## src/rtl/core/twa_pkg.sv

```systemverilog
// Shared widths, codes and controller/datapath interface types.
// No dependencies.
`timescale 1ns / 1ps
`default_nettype none

package twa_pkg;

    localparam int STAMP_BITS  = 48;
    localparam int SAMPLE_BITS = 24;
    localparam int COUNT_BITS  = 16;
    localparam int SUM_BITS    = 40;
    localparam int SQ_BITS     = 63;
    localparam int PROD_BITS   = 80;
    localparam int RES_BITS    = 48;
    localparam int CFG_BITS    = 48;
    localparam int ENG_CNT_W   = 7;

    localparam logic [COUNT_BITS-1:0] COUNT_MAX = {COUNT_BITS{1'b1}};

    // iteration counts of the shared engine
    localparam logic [ENG_CNT_W-1:0] STEPS_ALIGN = ENG_CNT_W'(STAMP_BITS);
    localparam logic [ENG_CNT_W-1:0] STEPS_AVG   = ENG_CNT_W'(SUM_BITS);
    localparam logic [ENG_CNT_W-1:0] STEPS_MNSQ  = ENG_CNT_W'(COUNT_BITS);
    localparam logic [ENG_CNT_W-1:0] STEPS_MSS   = ENG_CNT_W'(SUM_BITS);
    localparam logic [ENG_CNT_W-1:0] STEPS_VDIV  = ENG_CNT_W'(PROD_BITS);
    localparam logic [ENG_CNT_W-1:0] STEPS_SQRT  = ENG_CNT_W'(32);

    // configuration register indexes
    localparam logic [1:0] CFG_MODE   = 2'd0;
    localparam logic [1:0] CFG_LENGTH = 2'd1;
    localparam logic [1:0] CFG_GAP    = 2'd2;
    localparam logic [1:0] CFG_KIND   = 2'd3;

    // aggregate kinds
    localparam logic [2:0] AGG_SUM   = 3'd0;
    localparam logic [2:0] AGG_AVG   = 3'd1;
    localparam logic [2:0] AGG_MIN   = 3'd2;
    localparam logic [2:0] AGG_MAX   = 3'd3;
    localparam logic [2:0] AGG_COUNT = 3'd4;
    localparam logic [2:0] AGG_FIRST = 3'd5;
    localparam logic [2:0] AGG_LAST  = 3'd6;
    localparam logic [2:0] AGG_STD   = 3'd7;

    // datapath commands
    localparam logic [3:0] OP_NONE     = 4'd0;
    localparam logic [3:0] OP_CAPTURE  = 4'd1;
    localparam logic [3:0] OP_ALIGN    = 4'd2;
    localparam logic [3:0] OP_DECIDE   = 4'd3;
    localparam logic [3:0] OP_AVG      = 4'd4;
    localparam logic [3:0] OP_MUL_NSQ  = 4'd5;
    localparam logic [3:0] OP_MUL_SS   = 4'd6;
    localparam logic [3:0] OP_DIV_VAR  = 4'd7;
    localparam logic [3:0] OP_SQRT     = 4'd8;
    localparam logic [3:0] OP_EMIT     = 4'd9;
    localparam logic [3:0] OP_UPDATE   = 4'd10;

    // engine modes
    localparam logic [1:0] ENG_DIV  = 2'd0;
    localparam logic [1:0] ENG_MUL  = 2'd1;
    localparam logic [1:0] ENG_SQRT = 2'd2;

    typedef struct packed {
        logic [3:0] op;
        logic       closes;
        logic       final_res;
    } t_dp_cmd;

    typedef struct packed {
        logic       busy;
        logic       win_open;
        logic       same;
        logic       out_busy;
        logic       mode;
        logic [2:0] kind;
        logic       item_last;
    } t_dp_stat;

endpackage

`default_nettype wire

```

## src/rtl/core/twa_ctrl.sv

```systemverilog
// Sequencer for the window aggregator: accepts beats and steps the datapath.
// Depends on twa_pkg.
`timescale 1ns / 1ps
`default_nettype none

module twa_ctrl
    import twa_pkg::*;
(
    input  wire logic     i_clk,
    input  wire logic     i_rst_n,
    input  wire logic     i_in_valid,
    output logic          o_in_ready,
    input  wire t_dp_stat i_stat,
    output t_dp_cmd       o_cmd
);

    localparam logic [4:0] S_IDLE       = 5'd0;
    localparam logic [4:0] S_ALIGN_GO   = 5'd1;
    localparam logic [4:0] S_ALIGN_WAIT = 5'd2;
    localparam logic [4:0] S_DECIDE     = 5'd3;
    localparam logic [4:0] S_CHOOSE     = 5'd4;
    localparam logic [4:0] S_AGG        = 5'd5;
    localparam logic [4:0] S_AVG_GO     = 5'd6;
    localparam logic [4:0] S_AVG_WAIT   = 5'd7;
    localparam logic [4:0] S_MUL1_GO    = 5'd8;
    localparam logic [4:0] S_MUL1_WAIT  = 5'd9;
    localparam logic [4:0] S_MUL2_GO    = 5'd10;
    localparam logic [4:0] S_MUL2_WAIT  = 5'd11;
    localparam logic [4:0] S_VAR_GO     = 5'd12;
    localparam logic [4:0] S_VAR_WAIT   = 5'd13;
    localparam logic [4:0] S_SQRT_GO    = 5'd14;
    localparam logic [4:0] S_SQRT_WAIT  = 5'd15;
    localparam logic [4:0] S_EMIT       = 5'd16;
    localparam logic [4:0] S_UPDATE     = 5'd17;

    logic [4:0] r_state, n_state;
    logic       r_phase, n_phase;   // 1 while flushing on batch end

    always_ff @(posedge i_clk) begin
        if (!i_rst_n) begin
            r_state <= S_IDLE;
            r_phase <= 1'b0;
        end else begin
            r_state <= n_state;
            r_phase <= n_phase;
        end
    end

    always_comb begin
        n_state          = r_state;
        n_phase          = r_phase;
        o_in_ready       = 1'b0;
        o_cmd.op         = OP_NONE;
        o_cmd.closes     = 1'b0;
        o_cmd.final_res  = 1'b0;
        case (r_state)
            S_IDLE: begin
                o_in_ready = 1'b1;
                if (i_in_valid) begin
                    o_cmd.op = OP_CAPTURE;
                    n_phase  = 1'b0;
                    n_state  = i_stat.mode ? S_DECIDE : S_ALIGN_GO;
                end
            end
            S_ALIGN_GO: begin
                o_cmd.op = OP_ALIGN;
                n_state  = S_ALIGN_WAIT;
            end
            S_ALIGN_WAIT: if (!i_stat.busy) n_state = S_DECIDE;
            S_DECIDE: begin
                o_cmd.op = OP_DECIDE;
                n_state  = S_CHOOSE;
            end
            S_CHOOSE: begin
                if (!i_stat.win_open || i_stat.same) n_state = S_UPDATE;
                else n_state = S_AGG;
            end
            S_AGG: begin
                case (i_stat.kind)
                    AGG_AVG: n_state = S_AVG_GO;
                    AGG_STD: n_state = S_MUL1_GO;
                    default: n_state = S_EMIT;
                endcase
            end
            S_AVG_GO: begin
                o_cmd.op = OP_AVG;
                n_state  = S_AVG_WAIT;
            end
            S_AVG_WAIT: if (!i_stat.busy) n_state = S_EMIT;
            S_MUL1_GO: begin
                o_cmd.op = OP_MUL_NSQ;
                n_state  = S_MUL1_WAIT;
            end
            S_MUL1_WAIT: if (!i_stat.busy) n_state = S_MUL2_GO;
            S_MUL2_GO: begin
                o_cmd.op = OP_MUL_SS;
                n_state  = S_MUL2_WAIT;
            end
            S_MUL2_WAIT: if (!i_stat.busy) n_state = S_VAR_GO;
            S_VAR_GO: begin
                o_cmd.op = OP_DIV_VAR;
                n_state  = S_VAR_WAIT;
            end
            S_VAR_WAIT: if (!i_stat.busy) n_state = S_SQRT_GO;
            S_SQRT_GO: begin
                o_cmd.op = OP_SQRT;
                n_state  = S_SQRT_WAIT;
            end
            S_SQRT_WAIT: if (!i_stat.busy) n_state = S_EMIT;
            S_EMIT: begin
                if (!i_stat.out_busy) begin
                    o_cmd.op        = OP_EMIT;
                    o_cmd.closes    = r_phase;
                    o_cmd.final_res = r_phase | ~i_stat.item_last;
                    n_state         = r_phase ? S_IDLE : S_UPDATE;
                end
            end
            S_UPDATE: begin
                o_cmd.op = OP_UPDATE;
                if (i_stat.item_last) begin
                    n_phase = 1'b1;
                    n_state = S_AGG;
                end else begin
                    n_state = S_IDLE;
                end
            end
            default: n_state = S_IDLE;
        endcase
    end

endmodule

`default_nettype wire

```

## config.mk

```make
export PLATFORM = sky130hd
export DESIGN_NAME = twa_ctrl
export DESIGN_NICKNAME = d
export VERILOG_FILES = /design/src/rtl/core/twa_pkg.sv /design/src/rtl/core/twa_ctrl.sv
export SDC_FILE = /design/constraint.sdc
export NUM_CORES = 1
export LEC_CHECK = 0
export BUFFER_PORTS_ARGS = -buffer_cell sky130_fd_sc_hd__buf_2
export CORE_MARGIN = 2
export CORE_UTILIZATION = 45
export CTS_CLUSTER_SIZE = 24
export DETAILED_ROUTE_END_ITERATION = 8
export PLACE_DENSITY = 0.8
export SETUP_SLACK_MARGIN = 0.05
export SYNTH_ARGS = -nofsm -noshare
export SYNTH_HDL_FRONTEND = slang
export SYNTH_SLANG_ARGS = --single-unit
```

## constraint.sdc

```tcl
create_clock -name i_clk -period 1.7 [get_ports i_clk]
set_input_delay 0.425 -clock i_clk [delete_from_list [all_inputs] [get_ports i_clk]]
set_output_delay 0.425 -clock i_clk [all_outputs]
set_load 0.02 [all_outputs]
```

## Yosys cells after proc, flatten, opt, wreduce, memory -nomap -nowiden

Cells that the tools add are included.

- Multiplexer cells: 21
- Reduce and logical (&&, ||, !) cells: 7
- Equality and inequality tests: 27
- Bitwise operators: 2

Operators by type and width:

| kind | number |
|---|---|
| 5-bit one-hot mux with 17 select lines | 1 |
| 5-bit two-way mux | 9 |
| 5-bit by 4-bit == test with 1-bit output (second input constant) | 8 |
| 4-bit one-hot mux with 10 select lines | 1 |
| 5-bit by 3-bit == test with 1-bit output (second input constant) | 4 |
| 2-bit inequality test (second input constant) | 8 |
| 5-bit by 2-bit == test with 1-bit output (second input constant) | 2 |
| 5-bit == test (second input constant) | 2 |
| 5-bit one-hot mux with 2 select lines | 1 |
| 7-bit AND reduction | 1 |
| 6-bit two-way mux | 1 |
| 5-bit by 1-bit == test with 1-bit output (second input constant) | 1 |
| 5-bit logical NOT | 1 |
| 1-bit two-way mux | 4 |
| 2-bit two-way mux | 2 |
| 3-bit by 1-bit == test with 1-bit output (second input constant) | 1 |
| 3-bit == test (second input constant) | 1 |
| 3-bit two-way mux | 1 |
| 3-bit AND reduction | 1 |
| 1-bit one-hot mux with 2 select lines | 1 |
| 2-bit nonzero test | 1 |
| 2-bit OR reduction | 1 |
| 1-bit logical NOT | 1 |
| 1-bit logical OR | 1 |
| 2 further kinds | 2 |

- Word-level logic and storage cells: 59
- Input bits: 12
- Bits in registers: 6

## Logic depth before layout (Yosys ltp)

- Depth in word-level cells: 4
- Mapped depth: 6

## Least setup slack after synthesis

No wires, ideal clock.

- Kind: register to output
- Start: reg r_state[1]
- End: out o_cmd[1] (netlist name)
- Cell stages (with the launch flop): 5
- Path buffers: 1
- Path slack: -435 ps
- Required time: 1,275 ps
- Data arrival time: 1,710 ps
- Path through: dfxtp_1 buf_2 or4b_1 nand2b_1 nor3b_1

RTL lines:

| item | line | text |
|---|---|---|
| start: declaration | twa_ctrl.sv:36 | `logic [4:0] r_state, n_state;` |
| start signal: assignment | twa_ctrl.sv:44 | `r_state <= n_state;` |
| end: declaration | twa_ctrl.sv:14 | `output t_dp_cmd o_cmd` |

==> flow_metrics.py <==
metrics = {
    "global_routing": {
        "grtUsageTotal": 0.309,
        "grt_pass1_wl_um": 4460,
        "grt_pass1_vias": 995,
        "overflow": 0,
        "grt_antenna_before_repair": 0,
        "grt_max_degree": 12,
    },
    "outcome": {
        "status": "complete, but fails checks",
        "violations": "negative setup slack",
    },
    "synthesis": {
        "ys_ff_latch": 6,
        "dominantRegCellSynth": "dfxtp_1",
        "syn_inst": 99,
        "async_reset_ff_frac": 0,
        "syn_nets": 111,
        "yosysWarnings": 0,
        "avgSynthCellArea_sq_um": 7.10,
        "synth-edff-count": 0,
        "yosysSeqAreaShare": 0.171,
        "synth_area_sq_um": 703,
        "ys_types": 41,
    },
    "finish": {
        "seqCellArea_sq_um": 125,
        "area_delta_synth_final_pct": 72.2,
        "num-nets-final": 157,
        "multi_input_area_sq_um": 643,
        "utilization": 0.813,
        "fill_cells": 88,
        "n_antenna_cell": 0,
        "layout_commonest_cell": "buf_4",
        "final_cell_mix": "buf_4, buf_2, buf_6",
        "drive_gt1_frac": 0.538,
    },
    "setup_path": {
        "slowest_delay_ns": 0.53,
        "reg2reg_from": "r_state[2]$_SDFFE_PN0P_",
        "start_kind": "flip-flop",
        "worstSetupEndpoint": "o_cmd[1]",
        "critPathSlowestCell": "or4b_4",
        "r2r_slack_ns": -0.23,
        "cp-startpoint": "r_state[2]$_SDFFE_PN0P_",
        "crit_fanout": 4,
        "rr_worst_depth": 6,
        "r2r-end": "r_state[0]$_SDFFE_PN0P_",
        "critPathKind": "reg2out",
        "cp_cell_sequence": "or4b_4 > nand2b_4 > nor3b_4 > buf_6",
        "cp.arrival_ns": 1.61,
        "crit_required_ns": 1.27,
        "endpoint_kind": "primary output",
    },
    "die": {
        "fp.dieH_um": 43.5,
        "core_sq_um": 1490,
        "dieWidth_um": 43.5,
        "die_area_sq_um": 1890,
        "ios": 19,
        "start_util": 0.472,
        "rows": 14,
    },
    "power": {
        "ir_drop_mv": 1.04,
        "p_leak_nw": 0.549,
        "power_density_nw_per_um2": 1620,
    },
    "detailed_routing": {
        "antenna_left": 0,
        "drcViolationCount": 0,
        "drt_first_iter_violations": 60,
        "vias_per_cell": 6.55,
        "detail_route.wl_per_cell_um": 17.1,
        "drt_pre_antenna_iters": 4,
        "wirelength_um": 2720,
        "dr_total_vias": 1042,
    },
    "sta": {
        "setup_slack_ns": -0.337,
        "tns_ns": -2.51,
        "worst_slew_pin_slew_ns": 0.407,
        "finalSetupViolations": 12,
        "drv_slew": 0,
        "final.min_clock_period_ns": 2.04,
        "max_freq_mhz": 491,
        "hold_slack_ns": 0.475,
        "finalCritPeriodShare": 1.20,
        "rsz0062_at_grt": "yes",
        "skew_ns": 0.00478,
        "max-slew-margin-rel": 0.728,
        "final_hold_viol_count": 0,
    },
    "clock_tree": {
        "clk_latency_ns": 0.25,
        "ctsHoldBuffers": 0,
        "clk_pin_slew_ns": 0.05,
        "cts_max_path_buffers": 2,
        "cts-root-buf": "clkbuf_4",
        "ctsHtreeMaxLevel": 1,
        "cts_tree": "yes",
        "clock_sinks": 6,
        "cts_made_buffers": 3,
    },
    "worst_hold_path": {
        "min_path_type": "in2reg",
    },
    "place": {
        "dp_hpwl_um": 1780,
        "io_buffers": 18,
        "finalWeightedCongestion": 1.02,
    },
    "flow_run": {
        "maxCapViolations": 0,
    },
}
layer usage:
layer	track usage	share of wire
met3	0.0708	0.085
met1	0.393	0.39
met5	0	0
met2	0.513	0.49
met4	0.109	0.036
critical path: cells and delay by family, from the launching register on:
family	cells	cell delay [ns]
and+or+nand+nor	3	0.90
DFF	1	0.32
buffers and inverters	1	0.14
state kept, by name (all words and copies together) (netlist names):
name,flops
r_state,5
r_phase,1
cell families (layout without fill, tap and decap cells):
logic type,Yosys count,after routing,synth area share
DFF,6,6,0.171
and+or+nand+nor,46,46,0.370
xor gates and xnor gates,2,2,0.0249
buffers and inverters,13,57,0.0730
AOI/OAI and AO/OA,32,32,0.361
worst min path at each step:
stage	cells past startpoint	end	startpoint	slack, ns
2_1_floorplan	2	r_phase$_SDFFE_PN0P_	r_phase$_SDFFE_PN0P_	0.51
3_3_place_gp	2	r_phase$_SDFFE_PN0P_	r_phase$_SDFFE_PN0P_	0.56
3_5_place_dp	2	r_phase$_SDFFE_PN0P_	r_phase$_SDFFE_PN0P_	0.57
4_1_cts	2	r_state[2]$_SDFFE_PN0P_	i_rst_n	0.47
5_1_grt	2	r_state[1]$_SDFFE_PN0P_	i_rst_n	0.48
6_report	3	r_state[3]$_SDFFE_PN0P_	i_stat[3]	0.47
where the power goes:
group | total, mW | internal [mW] | switching [mW]
logic | 1.61 | 0.820 | 0.788
clock network | 0.135 | 0.0801 | 0.0547
registers | 0.222 | 0.189 | 0.0336
total | 1.96 | 1.09 | 0.876
area by class of cell:
| class | instances | share of cell area |
|---|---|---|
| timing repair buffer | 49 | 0.315 |
| sequential | 6 | 0.103 |
| tap | 16 | 0.0165 |
| clock buffer | 3 | 0.0186 |
| inverter | 5 | 0.0155 |
| multi-input combinational | 80 | 0.531 |
cell usage after synthesis, drive strengths merged, types with 2 or more instances:
cell / n / share of area
or3: 2 / 0.018
a21o: 2 / 0.021
buf: 2 / 0.014
nor2: 8 / 0.043
dfxtp: 6 / 0.17
inv: 5 / 0.027
or4b: 2 / 0.034
a21oi: 6 / 0.043
nand2: 7 / 0.037
nand3: 2 / 0.014
a211o: 2 / 0.025
o2bb2ai: 2 / 0.025
nor2b: 4 / 0.036
o21ai: 4 / 0.028
clkbuf: 6 / 0.032
nor3: 5 / 0.036
nor4: 2 / 0.018
or4: 2 / 0.021
a22oi: 2 / 0.021
nand2b: 5 / 0.044
o31ai: 2 / 0.021
nand4: 2 / 0.018
a211oi: 2 / 0.021
xor2: 2 / 0.025
through the flow:
| stage | total power, mW | setup WS, ns | cells | cell area [sq um] |
|---|---|---|---|---|
| after floorplan | 0.955 | -0.136 | 99 | 762 |
| after global placement | 1.38 | -0.102 | 146 | 990 |
| after detailed placement | 1.41 | -0.123 | 146 | 990 |
| after CTS | 1.84 | -0.328 | 157 | 1180 |
| after global routing | 2.07 | -0.385 | 159 | 1210 |
| final | 1.96 | -0.337 | 159 | 1210 |
repair_timing:
action | in CTS | in global routing
gates cloned | 0 | 0
pin swaps | 8 | 6
buffers inserted | 8 | 3
resized for setup | 35 | 4
setup endpoints to repair | 12 | 13
Note: power is estimated with default switching activity, not from simulation.
